--- src/sv/stb_pkg.sv ---
// ----------------------------------------------------------------------------
// stb_pkg: shared types for the software timer bank
// Operation codes, controller states and the command and status groups that
// pass between the controller and the datapath.
// ----------------------------------------------------------------------------
package stb_pkg;

  // Operation carried with each input item.
  typedef enum logic [1:0] {
    OP_TICK           = 2'd0,
    OP_START_PERIODIC = 2'd1,
    OP_START_ONESHOT  = 2'd2,
    OP_STOP           = 2'd3
  } op_e;

  typedef enum logic [1:0] {
    ST_IDLE  = 2'd0,
    ST_WALK  = 2'd1,
    ST_FLUSH = 2'd2
  } ctrl_state_e;

  // At most this many expiry reports leave the block per tick.
  localparam int unsigned MaxReports = 8;
  localparam int unsigned RepCntW    = 4;

  // Field widths of the stream payloads.
  localparam int unsigned SlotW     = 3;
  localparam int unsigned IntervalW = 32;
  localparam int unsigned InDataW   = 40;
  localparam int unsigned OutDataW  = 8;

  typedef struct packed {
    logic wr_en;       // start: write count and reload of the addressed slot
    logic wr_oneshot;  // start is one-shot, so the reload is cleared
    logic stop_en;     // stop: clear the active flag of the addressed slot
    logic tick_begin;  // clear the per-tick report bookkeeping
    logic rd_en;       // read count and reload at the read address
    logic eval_en;     // evaluate the slot under walk and write it back
    logic push_last;   // send the held report marked as last of the tick
  } dp_cmd_t;

  typedef struct packed {
    logic eval_busy;   // the slot under walk needs the output register
    logic pend_valid;  // a report is held back waiting for its successor
    logic out_free;    // the output register can take a new item
  } dp_status_t;

endpackage

--- src/sv/stb_datapath.sv ---
// ----------------------------------------------------------------------------
// stb_datapath: timer storage, slot evaluation and result register
// Holds the active flags, the count and reload memories, the report that is
// held back until the next one is known, and the output register.
// ----------------------------------------------------------------------------
module stb_datapath
  import stb_pkg::*;
#(
  parameter int unsigned TIMER_SLOTS = 8,
  parameter int unsigned COUNT_BITS  = 32,
  parameter int unsigned SLOT_IW     = 3
) (
  input  logic                 clk_i,
  input  logic                 rst_ni,
  input  dp_cmd_t              cmd_i,
  output dp_status_t           status_o,
  input  logic [SlotW-1:0]     slot_i,
  input  logic [IntervalW-1:0] interval_i,
  input  logic [SLOT_IW-1:0]   rd_addr_i,
  input  logic [SLOT_IW-1:0]   ev_idx_i,
  output logic                 out_valid_o,
  input  logic                 out_ready_i,
  output logic [SlotW-1:0]     out_slot_o,
  output logic                 out_running_o,
  output logic                 out_last_o
);

  logic [COUNT_BITS-1:0] rem_mem [TIMER_SLOTS];
  logic [COUNT_BITS-1:0] rld_mem [TIMER_SLOTS];
  logic [COUNT_BITS-1:0] rem_rd_q, rld_rd_q;

  logic [TIMER_SLOTS-1:0] active_q, active_d;

  logic               pend_valid_q, pend_valid_d;
  logic [SlotW-1:0]   pend_slot_q, pend_slot_d;
  logic               pend_run_q, pend_run_d;
  logic [RepCntW-1:0] rep_cnt_q, rep_cnt_d;

  logic             out_valid_q, out_valid_d;
  logic [SlotW-1:0] out_slot_q, out_slot_d;
  logic             out_run_q, out_run_d;
  logic             out_last_q, out_last_d;

  logic [SLOT_IW-1:0]    slot_addr;
  logic [COUNT_BITS-1:0] iv;
  logic                  ev_active, ev_zero, ev_periodic, ev_fire, rep_room;
  logic                  out_free, push;

  logic                  rem_we, rld_we;
  logic [SLOT_IW-1:0]    wr_addr;
  logic [COUNT_BITS-1:0] rem_wdata, rld_wdata;

  assign slot_addr   = SLOT_IW'(slot_i);
  assign iv          = COUNT_BITS'(interval_i);

  assign ev_active   = active_q[ev_idx_i];
  assign ev_zero     = (rem_rd_q == '0);
  assign ev_periodic = (rld_rd_q != '0);
  assign ev_fire     = ev_active && ev_zero;
  assign rep_room    = (rep_cnt_q != RepCntW'(MaxReports));
  assign out_free    = !out_valid_q || out_ready_i;

  assign status_o.eval_busy  = ev_fire && rep_room && pend_valid_q && !out_free;
  assign status_o.pend_valid = pend_valid_q;
  assign status_o.out_free   = out_free;

  // Memory write port: a start writes the addressed slot, the walk writes
  // back the slot under evaluation.
  always_comb begin
    rem_we    = 1'b0;
    rld_we    = 1'b0;
    wr_addr   = ev_idx_i;
    rem_wdata = rem_rd_q - 1'b1;
    rld_wdata = iv;
    if (cmd_i.wr_en) begin
      rem_we    = 1'b1;
      rld_we    = 1'b1;
      wr_addr   = slot_addr;
      rem_wdata = iv;
      rld_wdata = cmd_i.wr_oneshot ? '0 : iv;
    end else if (cmd_i.eval_en && ev_active) begin
      if (!ev_zero) begin
        rem_we = 1'b1;
      end else if (ev_periodic) begin
        rem_we    = 1'b1;
        rem_wdata = rld_rd_q;
      end
    end
  end

  always_ff @(posedge clk_i) begin
    if (rem_we) begin
      rem_mem[wr_addr] <= rem_wdata;
    end
    if (rld_we) begin
      rld_mem[wr_addr] <= rld_wdata;
    end
    if (cmd_i.rd_en) begin
      rem_rd_q <= rem_mem[rd_addr_i];
      rld_rd_q <= rld_mem[rd_addr_i];
    end
  end

  always_comb begin
    active_d = active_q;
    if (cmd_i.wr_en) begin
      active_d[slot_addr] = 1'b1;
    end else if (cmd_i.stop_en) begin
      active_d[slot_addr] = 1'b0;
    end else if (cmd_i.eval_en && ev_fire && !ev_periodic) begin
      active_d[ev_idx_i] = 1'b0;
    end
  end

  // A report is held until the next fired slot or the end of the walk shows
  // whether it is the last one of the tick.
  always_comb begin
    pend_valid_d = pend_valid_q;
    pend_slot_d  = pend_slot_q;
    pend_run_d   = pend_run_q;
    rep_cnt_d    = rep_cnt_q;
    push         = 1'b0;
    out_last_d   = out_last_q;
    if (cmd_i.tick_begin) begin
      pend_valid_d = 1'b0;
      rep_cnt_d    = '0;
    end else if (cmd_i.eval_en && ev_fire && rep_room) begin
      if (pend_valid_q) begin
        push       = 1'b1;
        out_last_d = 1'b0;
      end
      pend_valid_d = 1'b1;
      pend_slot_d  = SlotW'(ev_idx_i);
      pend_run_d   = ev_periodic;
      rep_cnt_d    = rep_cnt_q + 1'b1;
    end else if (cmd_i.push_last) begin
      push         = 1'b1;
      out_last_d   = 1'b1;
      pend_valid_d = 1'b0;
    end
  end

  always_comb begin
    out_valid_d = out_valid_q;
    out_slot_d  = out_slot_q;
    out_run_d   = out_run_q;
    if (push) begin
      out_valid_d = 1'b1;
      out_slot_d  = pend_slot_q;
      out_run_d   = pend_run_q;
    end else if (out_ready_i) begin
      out_valid_d = 1'b0;
    end
  end

  always_ff @(posedge clk_i or negedge rst_ni) begin
    if (!rst_ni) begin
      active_q     <= '0;
      pend_valid_q <= 1'b0;
      rep_cnt_q    <= '0;
      out_valid_q  <= 1'b0;
    end else begin
      active_q     <= active_d;
      pend_valid_q <= pend_valid_d;
      rep_cnt_q    <= rep_cnt_d;
      out_valid_q  <= out_valid_d;
    end
  end

  always_ff @(posedge clk_i) begin
    pend_slot_q <= pend_slot_d;
    pend_run_q  <= pend_run_d;
    out_slot_q  <= out_slot_d;
    out_run_q   <= out_run_d;
    out_last_q  <= out_last_d;
  end

  assign out_valid_o   = out_valid_q;
  assign out_slot_o    = out_slot_q;
  assign out_running_o = out_run_q;
  assign out_last_o    = out_last_q;

endmodule

--- src/sv/stb_ctrl.sv ---
// ----------------------------------------------------------------------------
// stb_ctrl: sequencer of the software timer bank
// Accepts one item at a time, applies starts and stops at once and walks
// the slots one per cycle on a tick, unless a waiting result halts the walk.
// ----------------------------------------------------------------------------
module stb_ctrl
  import stb_pkg::*;
#(
  parameter int unsigned TIMER_SLOTS = 8,
  parameter int unsigned SLOT_IW     = 3
) (
  input  logic               clk_i,
  input  logic               rst_ni,
  input  logic               in_valid_i,
  output logic               in_ready_o,
  input  op_e                op_i,
  input  logic [SlotW-1:0]   slot_i,
  input  dp_status_t         status_i,
  output dp_cmd_t            cmd_o,
  output logic [SLOT_IW-1:0] rd_addr_o,
  output logic [SLOT_IW-1:0] ev_idx_o
);

  ctrl_state_e state_q, state_d;
  logic [SLOT_IW-1:0] ev_idx_q, ev_idx_d;
  logic accept, slot_ok, ev_last;

  assign in_ready_o = (state_q == ST_IDLE);
  assign accept     = in_valid_i && in_ready_o;
  assign slot_ok    = (32'(slot_i) < TIMER_SLOTS);
  assign ev_last    = (ev_idx_q == SLOT_IW'(TIMER_SLOTS - 1));

  always_comb begin
    state_d = state_q;
    unique case (state_q)
      ST_IDLE: begin
        if (accept && op_i == OP_TICK) begin
          state_d = ST_WALK;
        end
      end
      ST_WALK: begin
        if (!status_i.eval_busy && ev_last) begin
          state_d = ST_FLUSH;
        end
      end
      ST_FLUSH: begin
        if (!status_i.pend_valid || status_i.out_free) begin
          state_d = ST_IDLE;
        end
      end
      default: state_d = ST_IDLE;
    endcase
  end

  always_comb begin
    cmd_o     = '0;
    rd_addr_o = '0;
    ev_idx_d  = ev_idx_q;
    unique case (state_q)
      ST_IDLE: begin
        if (accept) begin
          unique case (op_i)
            OP_TICK: begin
              cmd_o.tick_begin = 1'b1;
              cmd_o.rd_en      = 1'b1;
              ev_idx_d         = '0;
            end
            OP_START_PERIODIC, OP_START_ONESHOT: begin
              cmd_o.wr_en      = slot_ok;
              cmd_o.wr_oneshot = (op_i == OP_START_ONESHOT);
            end
            OP_STOP: cmd_o.stop_en = slot_ok;
            default: ;
          endcase
        end
      end
      ST_WALK: begin
        // The read for the next slot is issued as the current one retires.
        if (!status_i.eval_busy) begin
          cmd_o.eval_en = 1'b1;
          if (!ev_last) begin
            cmd_o.rd_en = 1'b1;
            rd_addr_o   = SLOT_IW'(ev_idx_q + 1'b1);
            ev_idx_d    = SLOT_IW'(ev_idx_q + 1'b1);
          end
        end
      end
      ST_FLUSH: begin
        cmd_o.push_last = status_i.pend_valid && status_i.out_free;
      end
      default: ;
    endcase
  end

  always_ff @(posedge clk_i or negedge rst_ni) begin
    if (!rst_ni) begin
      state_q  <= ST_IDLE;
      ev_idx_q <= '0;
    end else begin
      state_q  <= state_d;
      ev_idx_q <= ev_idx_d;
    end
  end

  assign ev_idx_o = ev_idx_q;

endmodule

--- src/sv/soft_timer_bank.sv ---
// ----------------------------------------------------------------------------
// soft_timer_bank: bank of periodic and one-shot software timers
// Start, stop and tick items come in on the slave stream; one item per
// expired timer leaves on the master stream.
// ----------------------------------------------------------------------------
// Usage:
//   The slave stream carries the operation in tuser (tick, start periodic,
//   start one-shot, stop); tdata carries the slot and the interval.
//   A start or stop item is applied in the cycle it is accepted and gives
//   no result; the next item can be taken in the next cycle.
//   A tick walks the slots in ascending order, one slot per cycle while the
//   output does not halt the walk, through the registered read port of the
//   count and reload memories, and a closing step hands the last report to
//   the output register. Each expired slot gives one result item in slot
//   order; tlast marks the last report of the tick, and at most eight
//   reports leave per tick.
//   A result waits in an output register while one more report is held
//   back inside; while the waiting result is not taken the walk halts at
//   the next expired slot after that, and no new item is accepted until
//   the tick is finished.
//   Reset clears all active flags and the controller; counts and reloads
//   are not cleared, as every start writes both. There is no clearing pass.
// ----------------------------------------------------------------------------
module soft_timer_bank
  import stb_pkg::*;
#(
  parameter int unsigned TIMER_SLOTS = 8,
  parameter int unsigned COUNT_BITS  = 32
) (
  input  logic                clk_i,
  input  logic                rst_ni,
  input  logic                s_axis_tvalid_i,
  output logic                s_axis_tready_o,
  // tdata: slot [2:0], interval [34:3], zero fill [39:35]
  input  logic [InDataW-1:0]  s_axis_tdata_i,
  // tuser: operation [1:0]
  input  logic [1:0]          s_axis_tuser_i,
  output logic                m_axis_tvalid_o,
  input  logic                m_axis_tready_i,
  // tdata: fired_slot [2:0], zero fill [7:3]
  output logic [OutDataW-1:0] m_axis_tdata_o,
  // tuser: still_running [0]
  output logic                m_axis_tuser_o,
  output logic                m_axis_tlast_o
);

  localparam int unsigned SlotIdxW = (TIMER_SLOTS > 1) ? $clog2(TIMER_SLOTS) : 1;

  dp_cmd_t             cmd;
  dp_status_t          status;
  logic [SlotIdxW-1:0] rd_addr, ev_idx;
  logic [SlotW-1:0]    in_slot, out_slot;
  logic [IntervalW-1:0] in_interval;
  op_e                 in_op;

  assign in_op       = op_e'(s_axis_tuser_i);
  assign in_slot     = s_axis_tdata_i[SlotW-1:0];
  assign in_interval = s_axis_tdata_i[SlotW+IntervalW-1:SlotW];

  stb_ctrl #(
    .TIMER_SLOTS(TIMER_SLOTS),
    .SLOT_IW    (SlotIdxW)
  ) u_ctrl (
    .clk_i     (clk_i),
    .rst_ni    (rst_ni),
    .in_valid_i(s_axis_tvalid_i),
    .in_ready_o(s_axis_tready_o),
    .op_i      (in_op),
    .slot_i    (in_slot),
    .status_i  (status),
    .cmd_o     (cmd),
    .rd_addr_o (rd_addr),
    .ev_idx_o  (ev_idx)
  );

  stb_datapath #(
    .TIMER_SLOTS(TIMER_SLOTS),
    .COUNT_BITS (COUNT_BITS),
    .SLOT_IW    (SlotIdxW)
  ) u_datapath (
    .clk_i        (clk_i),
    .rst_ni       (rst_ni),
    .cmd_i        (cmd),
    .status_o     (status),
    .slot_i       (in_slot),
    .interval_i   (in_interval),
    .rd_addr_i    (rd_addr),
    .ev_idx_i     (ev_idx),
    .out_valid_o  (m_axis_tvalid_o),
    .out_ready_i  (m_axis_tready_i),
    .out_slot_o   (out_slot),
    .out_running_o(m_axis_tuser_o),
    .out_last_o   (m_axis_tlast_o)
  );

  assign m_axis_tdata_o = OutDataW'(out_slot);

endmodule

--- config.mk ---
export PLATFORM = sky130hd
export DESIGN_NAME = soft_timer_bank
export DESIGN_NICKNAME = d
export VERILOG_FILES = /design/src/sv/stb_pkg.sv /design/src/sv/stb_datapath.sv /design/src/sv/stb_ctrl.sv /design/src/sv/soft_timer_bank.sv
export SDC_FILE = /design/constraint.sdc
export NUM_CORES = 1
export LEC_CHECK = 0
export CORE_AREA = 2 2 282 256
export CTS_CLUSTER_SIZE = 16
export DETAILED_ROUTE_END_ITERATION = 6
export DIE_AREA = 0 0 284 258
export DONT_BUFFER_PORTS = 1
export SYNTH_ARGS = -nofsm -noshare
export SYNTH_HDL_FRONTEND = slang
export SYNTH_SLANG_ARGS = --single-unit
--- constraint.sdc ---
create_clock -name clk_i -period 21.2 [get_ports clk_i]
set_clock_uncertainty 0.1 [all_clocks]
set_input_delay 1.06 -clock clk_i [delete_from_list [all_inputs] [get_ports clk_i]]
set_output_delay 1.06 -clock clk_i [all_outputs]
set_load 0.05 [all_outputs]
==> out/metrics.csv, run 1 <==
metric,value,unit
Sink Count,604,
CTS resizes,0,
syn avg cell area,16.2,um^2
DR WL met3,6.41,mm
Vias,13600,
Post-synth ARST share,3.15,%
Final #Nets,1568,
DRT Pass-1 Iters,6,
post-synth top area cell,edfxtp_1,
CTS tree,yes,
first-pass GRT wire length,90.2,mm
remaining antenna violation count,0,
capturing element type of the critical path,register,
Seq cells post-synth,604,
Post CTS Setup Buffer Count,0,
initial DRC count,1622,
status,"complete, no violations",
commonest cells in the netlist,"585 x edfxtp_1, 236 x nand2_1, 98 x o21ai_0",
FF/Latch Area,18000,um^2
Peak VDD IR,0.122,mV
CP arrival,5.01,ns
fin crit period,4.82,ns
Hold Crit Class,in2async,
Die ar.,73300,um^2
WL met1,26.3,mm
DRC Markers,0,
crit path max fanout,36,
dpl hpwl,32.6,mm
WL met2,27.0,mm
P per Cell Area,151,nW/um^2
worst skew pair latency,0.61,ns
"Req. time, crit path",21.39,ns
Initial Util,34.5,%
max-slew violations,0,
FP Rows,93,
period utilization,22.7,%
Max H-tree Level,2,
synthesized area,24400,um^2
synthesized instance count,1507,
height of the die,258,um
CP peak stage delay,0.79,ns
cts bufs inserted,55,
"EDFF count, synth",585,
DR top layer,met5,
share of layout cells above drive strength 1,13.7,%
Tot Pwr,4.16,mW
routability cong.,0.846,
unrepaired setup endpoints after global routing,no,
top post-synthesis cells by area,"edfxtp_1 72%, mux4_2 6.1%, mux2i_1 3.8%, nand2_1 3.6%, a32oi_1 2.3%",
Filler cells,6575,
Die Wd,284,um
Synth cell types,47,
Max Cap Viol,0,
vias per inst,5.42,
clock-pin transition on the worst setup and hold timing paths,0.06,ns
vias in the first global route,13700,
"Warnings, synthesis",0,
largest net degree at the start of global routing,66,
GRT overflow,0,
fmax,0.208,GHz
CTS root buffer,clkbuf_16,
area occupied by multi-input gates,6180,um^2
Core ar.,70700,um^2
drt wl/cell,24.1,um
P_leak,8.88,nW
Hold Buf Count CTS,0,
setup total negative slack,0,ns
Synth Flop Type,edfxtp_1,
I/O pin count,58,
Slew HR,15.9,%
CTS max path bufs,3,
Setup CP Type,reg2reg,
initial antenna violation count,12,
Layout area overhead,12.5,%
CP max stage cell,nor4_4,
Final setup viols,0,
startpoint types,register,
CP cell instances,or3_1 -> or4_4 -> nor4_4 -> a21o_1 -> a21o_2 -> buf_4 -> a32oi_1,
most common cell in the synthesized netlist,edfxtp_1,
port bufs,0,
Detailed Route WL,60.7,mm
Total GRT Usage,16.4,%
"Seq/Total Area, Yosys",73.8,%
Worst Tran Pin Value,1.25,ns
share of the synthesized area in the top cell type,71.9,%
"Hold Vio Cnt, Final",0,
## layout make-up
cell class | instances | share of cell area, %
clock inverter | 38 | 1.24
sequential | 604 | 65.6
tap | 950 | 4.32
inverter | 11 | 0.150
multi-input combinational | 810 | 22.5
antenna | 8 | 0.0728
clock buffer | 66 | 5.27
timing repair buffer | 31 | 0.846
## logic make-up after synthesis
family                   count (synthesis)  share of synthesized area [%]
multiplexers                           159                           9.89
other                                    1                         0.0153
adder cells (fa/ha/maj)                  9                          0.461
flip-flops                             604                           73.8
AND/OR/NAND/NOR                        403                           7.58
AO/OA/AOI/OAI                          204                           5.47
XOR/XNOR                                30                           1.08
buffers and inverters                   97                           1.66
## per-layer routing
metal,vias to the layer above,GRT usage (%)
met5,-,1.03
met1,7088,23.4
met4,14,2.98
met2,562,25.0
li1,5900,-
met3,84,4.89
## state kept, by name (all words and copies together) (netlist names)
signal and count:
u_datapath.rem_mem 256, u_datapath.rld_mem 256, u_datapath.rem_rd_q 32, u_datapath.rld_rd_q 32, u_datapath.active_q 8, u_datapath.rep_cnt_q 4, u_ctrl.ev_idx_o 3, u_datapath.out_slot_o 3
u_datapath.pend_slot_q 3, u_ctrl.state_q 2, u_datapath.out_last_o 1, u_datapath.out_running_o 1, u_datapath.out_valid_o 1, u_datapath.pend_run_q 1, u_datapath.pend_valid_q 1
## critical path, delay by kind of cell (launching register included)
kind / cells / cell delay, ns
and+or+nand+nor: 3 / 2.01
AOI/OAI and AO/OA: 3 / 1.26
DFF: 1 / 0.46
buffers and inverters: 1 / 0.65
## where the power goes
part / internal (mW) / switching, mW / total (mW)
Sequential: 1.66 / 0.104 / 1.76
Clock: 0.549 / 0.434 / 0.983
Combinational: 0.495 / 0.919 / 1.41
Total: 2.70 / 1.46 / 4.16
## per-stage QoR
step	hold slack [ns]	instances	util, %	setup slack, ns	cell area [um^2]
finish	0.0507	2518	38.9	16.38	27500
global route	0.0298	2512	38.8	16.29	27500
CTS	0.0305	2510	38.8	16.48	27500
detailed placement	0.309	2406	36.3	16.45	25700
global placement	0.304	2406	36.3	16.52	25700
floorplan	0.300	1511	-	13.98	24400
## cell usage in the layout (no fill, tap or decap), drive strengths merged, types with 31 or more instances in the layout
master / synthesis / layout
edfxtp: 585 / 585
nand2: 236 / 236
o21ai: 98 / 98
mux2i: 93 / 93
mux4: 66 / 66
clkbuf: 50 / 66
a32oi: 64 / 64
nor2: 37 / 37
and2: 35 / 35
buf: 36 / 31
clkinv: 0 / 31
## worst paths after layout
kind	slack (ns)	from	end	cells after the start
worst max-delay path	16.38	u_datapath.rem_rd_q[13]$_DFFE_PP_	u_datapath.rld_rd_q[10]$_DFFE_PP_	7
worst min-delay path	0.05	rst_ni	u_datapath.active_q[0]$_DFFE_PN0P_	0
worst max register to register	16.38	u_datapath.rem_rd_q[13]$_DFFE_PP_	u_datapath.rld_rd_q[10]$_DFFE_PP_	7
worst min register to register	0.31	u_datapath.pend_run_q$_DFFE_PP_	u_datapath.out_running_o$_DFFE_PP_	0
max in group asynchronous	20.86	rst_ni	u_datapath.out_valid_o$_DFFE_PN0P_	0
min in group clk_i	0.31	u_datapath.pend_run_q$_DFFE_PP_	u_datapath.out_running_o$_DFFE_PP_	0
Power figures use the tool's default switching activity.
==> inputs of run 2 (changes only) <==
ABC_AREA = 1   (was not set)
CORE_AREA = 2 2 306 278   (was 2 2 282 256)
DIE_AREA = 0 0 308 280   (was 0 0 284 258)
clock period = 4.12 ns   (was 21.2 ns; I/O delays follow)
==> run 2 against run 1 <==
Against the previous run:
- non-clock buffer count up 61
- final cell count grew 63%
- global-route usage rose by 0.82 points
- critical endpoint is now u_datapath.rem_mem[6][2]$_DFFE_PP_
- largest cell class unchanged
- highest routed layer unchanged
==> out/metrics.csv, run 2 <==
metric,value,unit,change
status,"complete, no violations",,
Max H-tree Level,2,,unchanged
"Warnings, synthesis",0,,unchanged
vias in the first global route,19000,,+39%
DRC Markers,0,,unchanged
"Core Util, Final",38.7,%,-0.14 points
most common cell in the synthesized netlist,nand2_1,,
DRT Pass-1 Iters,5,,-1
Max Cap Viol,0,,unchanged
FP Rows,101,,+8.6%
fin crit period,3.32,ns,-1.50 ns
height of the die,280,um,+8.5%
I/O pin count,58,,unchanged
Synth Flop Type,edfxtp_1,,
CTS max path bufs,3,,unchanged
CTS tree,yes,,
R2R setup slack,0.80,ns,-15.58 ns
share of layout cells above drive strength 1,5.97,%,-7.7 points
Vias,20500,,+50%
initial antenna violation count,16,,+4
share of the synthesized area in the top cell type,60.9,%,-11 points
startpoint types,register,,
Final setup viols,0,,unchanged
Core ar.,83400,um^2,+18%
Post-synth ARST share,3.15,%,unchanged
Die ar.,86200,um^2,+18%
Final #Nets,3023,,+93%
top post-synthesis cells by area,"edfxtp_1 61%, nand2_1 10%, inv_1 8.0%, nand4_1 5.9%, nand3_1 5.4%",,
Hold Crit Class,in2reg,,
vias per inst,4.99,,-8.0%
commonest cells in the netlist,"783 x nand2_1, 611 x inv_1, 585 x edfxtp_1",,
worst skew pair latency,0.64,ns,+0.03 ns
synthesized instance count,2993,,+99%
initial DRC count,2272,,+40%
Seq cells post-synth,604,,unchanged
cts bufs inserted,58,,+5.5%
max-slew violations,0,,unchanged
Sink Count,604,,unchanged
final hold slack,0.0434,ns,-0.00734 ns
GRT overflow,0,,unchanged
Layout area overhead,12.0,%,
worst path bufs/invs,1,,unchanged
routability cong.,0.904,,+6.9%
"EDFF count, synth",585,,unchanged
Largest regs,"u_datapath.rem_mem: 256 flops, u_datapath.rld_mem: 256 flops",,
Initial Util,34.6,%,about the same
CTS root buffer,clkbuf_16,,
CP peak stage delay,0.64,ns,-0.15 ns
capturing element type of the critical path,register,,
dpl hpwl,40.9,mm,+26%
"Hold Vio Cnt, Final",0,,unchanged
crit path max fanout,32,,-11%
fmax,0.302,GHz,+45%
remaining antenna violation count,0,,unchanged
Die Wd,308,um,+8.5%
first-pass GRT wire length,114,mm,+26%
Synth cell types,35,,-26%
"Req. time, crit path",4.35,ns,-17.04 ns
CP max stage cell,a21oi_1,,
syn avg cell area,9.63,um^2,-41%
unrepaired setup endpoints after global routing,no,,
synthesized area,28800,um^2,+18%
CP arrival,3.55,ns,-1.46 ns
P_leak,13.9,nW,+57%
Detailed Route WL,74.9,mm,+23%
"CP delay by family, top",simple AND/OR/NAND/NOR gates,,
most frequent cells in the layout,"780 x nand2_1, 611 x inv_1, 585 x edfxtp_1",,
port bufs,0,,unchanged
pre-CTS setup slack,0.869,ns,-15.58 ns
Peak VDD IR,0.543,mV,+350%
final worst-path setup slack,0.804,ns,-15.58 ns
setup total negative slack,0,ns,unchanged
Post CTS Setup Buffer Count,0,,unchanged
"Seq/Total Area, Yosys",62.6,%,-11 points
CP cell instances,nor2_1 -> nand2_1 -> nor2_1 -> nand2_1 -> nor2_4 -> nand3_4 -> nand4_2 -> buf_4 -> o21ai_0 -> a21oi_1,,
post-synth top area cell,edfxtp_1,,
period utilization,80.5,%,+58 points
largest net degree at the start of global routing,197,,+200%
"most common cell after layout, fill and taps aside",nand2_1,,
Slew HR,25.8,%,+9.8 points
drt wl/cell,18.2,um,-24%
clock-pin transition on the worst setup and hold timing paths,0.06,ns,about the same
Setup CP Type,reg2reg,,
Worst Tran Pin Value,1.11,ns,-0.137 ns
P per Cell Area,631,nW/um^2,+320%
Total GRT Usage,17.2,%,+0.82 points
## run 2: worst register-to-register path, cell delays in order, from the launching register on
cell      delay (ns)
edfxtp_1        0.48
nor2_1          0.42
nand2_1         0.09
nor2_1          0.16
nand2_1         0.11
nor2_4          0.24
nand3_4         0.17
nand4_2         0.17
buf_4           0.32
o21ai_0         0.14
a21oi_1         0.64
## run 2: power breakdown
group	leakage (nW)	switching, mW	internal [mW]
Combinational	7.45	4.60	1.81
Clock	0.882	2.32	2.84
Sequential	5.57	0.427	8.39
## run 2: logic make-up after synthesis
kind of cell / share of synthesized area [%]
other: 0.0130
buffers and inverters: 11.2
adders and majority gates: 0.391
and+or+nand+nor: 23.4
AOI/OAI and AO/OA: 1.55
xor gates and xnor gates: 0.942
DFF: 62.6
## run 2: final timing paths
check | start | endpoint | cells after the start
max | u_datapath.rem_rd_q[28]$_DFFE_PP_ | u_datapath.rem_mem[6][2]$_DFFE_PP_ | 10
min | s_axis_tuser_i[1] | u_ctrl.state_q[0]$_DFFE_PN0P_ | 4
max reg2reg | u_datapath.rem_rd_q[28]$_DFFE_PP_ | u_datapath.rem_mem[6][2]$_DFFE_PP_ | 10
min reg2reg | u_datapath.pend_slot_q[0]$_DFFE_PP_ | u_datapath.out_slot_o[0]$_DFFE_PP_ | 0
max in group asynchronous | rst_ni | u_ctrl.state_q[0]$_DFFE_PN0P_ | 1
min in group asynchronous | rst_ni | u_datapath.active_q[7]$_DFFE_PN0P_ | 1
## run 2: area by class of cell
cell class	count	area [um^2]
Clock buffer	67	1490
Tap cell	1081	1350
Antenna cell	10	25.0
Inverter	614	2320
Timing Repair Buffer	92	966
Sequential cell	604	18000
Fill cell	8102	51100
Clock inverter	40	325
Multi-Input combinational cell	1598	7780
## run 2: what timing repair did
action,in CTS,in global routing
endpoints found under the hold margin,543,0
hold buffers,40,0
gates resized for setup,0,0
## run 2: per-stage QoR
stage | std cells | instance area [um^2] | power (mW)
floorplan | 2997 | 28800 | 13.2
global placement | 3949 | 30100 | 15.2
detailed placement | 3949 | 30100 | 15.3
CTS | 4096 | 32300 | 20.5
global route | 4100 | 32300 | 21.5
finish | 4106 | 32300 | 20.4
## run 2: metal layers
metal,share of wire (%),up-vias,track usage [%]
li1,-,9798,-
met1,46,9792,25.3
met3,8.9,141,3.63
met4,2.3,14,4.72
met2,43,726,25.6
met5,0.13,-,0
==> inputs of run 3 (changes only) <==
ABC_AREA = 0   (was 1)
CORE_AREA = 2 2 282 256   (was 2 2 306 278)
DIE_AREA = 0 0 284 258   (was 0 0 308 280)
clock period = 3.08 ns   (was 4.12 ns; I/O delays follow)
==> run 3 against run 2 <==
Against the previous run:
- the run now ends with setup timing left
- power is 60% higher
- global-route usage rose by 0.90 points
- non-clock buffer count increased by 137
- final cell count fell by 34%
- combinational power increased by 110%
- flip-flop and latch count is the same
- sequential share of layout area increased by 3.0 points
- routed wire length down 8.0%
- register-to-register slack got worse by 0.95 ns
- hold slack got worse by 0.0038 ns
- critical endpoint is now u_datapath.rem_mem[7][11]$_DFFE_PP_
- largest power group is now combinational cells
==> out/metrics.csv, run 3 (same netlist as run 1, synthesis figures left out) <==
metric,value,unit,change
status,finished with violations,,
failing checks,setup timing,,
Peak VDD IR,0.769,mV,+42%
Comb pwr share,41.2,%,+9.7 points
cts bufs inserted,59,,+1.7%
DRT Pass-1 Iters,6,,+1
routability cong.,0.843,,-6.8%
Final Non-Filler Cells,2722,,-34%
Die Wd,284,um,-7.8%
CTS max path bufs,3,,unchanged
DRC Markers,0,,unchanged
final hold slack,0.0396,ns,-0.00379 ns
initial antenna violation count,14,,-2
Max H-tree Level,2,,unchanged
startpoint types,register,,
Reg2Reg Depth,11,,+1
Sw Ratio,34.9,%,-1.1 points
Tot Pwr,32.7,mW,+60%
Layout area overhead,25.4,%,
Hold Crit Class,in2async,,
Sink Count,604,,unchanged
placed cell area,26900,um^2,-10%
dpl hpwl,39.9,mm,-2.5%
vias per inst,5.46,,+9.6%
Clk pwr share,21.9,%,-3.4 points
Reg power frac,36.9,%,-6.3 points
Filler cells,6266,,-23%
post-route cell area,30600,um^2,-5.1%
P_leak,10.3,nW,-26%
fin crit period,3.23,ns,-0.0881 ns
Final setup viols,326,,+326
capturing element type of the critical path,register,,
Initial Util,34.5,%,about the same
CTS root buffer,clkbuf_16,,
Core ar.,70700,um^2,-15%
final worst-path setup slack,-0.148,ns,-0.952 ns
crit path max fanout,8,,-75%
Placed Cells incl. Taps,2503,,-37%
FP Rows,93,,-7.9%
first-pass GRT wire length,98.8,mm,-13%
Psw,11.4,mW,+55%
Detailed Route WL,68.9,mm,-8.0%
Slew HR,10.7,%,-15 points
Reg-to-Reg End,u_datapath.rem_mem[7][11]$_DFFE_PP_,,
Largest regs,"u_datapath.rem_mem: 256 flops, u_datapath.rld_mem: 256 flops",,
largest net degree at the start of global routing,64,,-68%
share of layout cells above drive strength 1,23.6,%,+18 points
initial DRC count,1751,,-23%
"Req. time, crit path",3.44,ns,-0.91 ns
setup total negative slack,-16.56,ns,-16.56 ns
"Hold Vio Cnt, Final",0,,unchanged
R2R setup slack,-0.15,ns,-0.95 ns
Final #Nets,1772,,-41%
clock-pin transition on the worst setup and hold timing paths,0.06,ns,about the same
CP arrival,3.59,ns,+0.04 ns
Vias,14900,,-27%
Setup CP Type,reg2reg,,
worst skew pair latency,0.65,ns,about the same
"most common cell after layout, fill and taps aside",edfxtp_1,,
period utilization,105,%,+24 points
CTS tree,yes,,
Cell Int Power,21.3,mW,+63%
Total GRT Usage,18.1,%,+0.90 points
max-slew violations,0,,unchanged
P per Cell Area,1070,nW/um^2,+69%
Max Cap Viol,0,,unchanged
remaining antenna violation count,0,,unchanged
most frequent cells in the layout,"585 x edfxtp_1, 236 x nand2_1, 90 x buf_4",,
unrepaired setup endpoints after global routing,yes,,
Worst Tran Pin Value,1.34,ns,+0.226 ns
vias in the first global route,14700,,-23%
RR Startpoint,u_datapath.rem_rd_q[20]$_DFFE_PP_,,
Die ar.,73300,um^2,-15%
drt wl/cell,25.3,um,+39%
GRT overflow,0,,unchanged
I/O pin count,58,,unchanged
height of the die,258,um,-7.9%
port bufs,0,,unchanged
fmax,0.310,GHz,+2.7%
run 3: worst max-delay path, cell delays in order (launching register included):
cell and delay [ns]:
edfxtp_1 0.40, or4_1 0.54, or4_4 0.47, nor4_4 0.23, buf_6 0.18, nand3_4 0.14
buf_6 0.19, buf_12 0.14, buf_6 0.12, and3_4 0.14, o31ai_2 0.18, buf_4 0.20
run 3: power groups by stage:
stage          Sequential, mW  Combinational, mW  Clock (mW)
2_1_floorplan            11.9               6.87           0
3_3_place_gp             12.2               11.3           0
3_5_place_dp             12.2               11.5           0
4_1_cts                  12.0               12.6        7.30
5_1_grt                  12.2               14.3        7.60
6_report                 12.1               13.5        7.17
run 3: per-layer routing:
metal | share of wire (%) | vias up | wire length [um] | GRT usage [%]
li1 | - | 6332 | - | -
met5 | 0.11 | - | 76 | 0
met2 | 45 | 692 | 30700 | 27.7
met1 | 43 | 7728 | 29800 | 26.0
met3 | 10 | 108 | 6900 | 4.36
met4 | 2.2 | 12 | 1490 | 4.50
run 3: worst max path at each step:
stage / slack, ns / end / startpoint
2_1_floorplan: -0.1 / u_datapath.rem_rd_q[0]$_DFFE_PP_ / u_ctrl.ev_idx_o[0]$_DFFE_PN0P_
3_3_place_gp: -0.24 / u_datapath.rem_rd_q[14]$_DFFE_PP_ / u_datapath.rem_rd_q[20]$_DFFE_PP_
3_5_place_dp: -0.26 / u_datapath.rem_rd_q[13]$_DFFE_PP_ / u_datapath.rem_rd_q[20]$_DFFE_PP_
4_1_cts: -0.1 / u_datapath.rem_mem[5][27]$_DFFE_PP_ / u_datapath.rem_rd_q[20]$_DFFE_PP_
5_1_grt: -0.19 / u_datapath.rem_mem[5][11]$_DFFE_PP_ / u_datapath.rem_rd_q[20]$_DFFE_PP_
6_report: -0.15 / u_datapath.rem_mem[7][11]$_DFFE_PP_ / u_datapath.rem_rd_q[20]$_DFFE_PP_
run 3: per-stage QoR:
step                worst slack, ns  util, %
floorplan                   -0.0982        -
global placement             -0.244     38.1
detailed placement           -0.262     38.1
CTS                         -0.0979     42.5
global route                 -0.194     43.3
finish                       -0.148     43.3
run 3: layout make-up:
class,instances,area [um^2],share of cell area [%]
Antenna cell,7,17.5,0.0572
Clock buffer,70,1520,4.95
Clock inverter,39,408,1.33
Inverter,11,41.3,0.135
Multi-Input combinational cell,812,6540,21.3
Sequential cell,604,18000,58.9
Tap cell,950,1190,3.88
Timing Repair Buffer,229,2890,9.42
run 3: what timing repair did:
item                                    CTS  global route
hold buffers                             44             0
gates resized for setup                  56            44
pin swaps                                10            10
hold endpoints to repair                686             0
buffers inserted                         20            20
gates cloned                             12            12
endpoints found under the setup margin  640           595
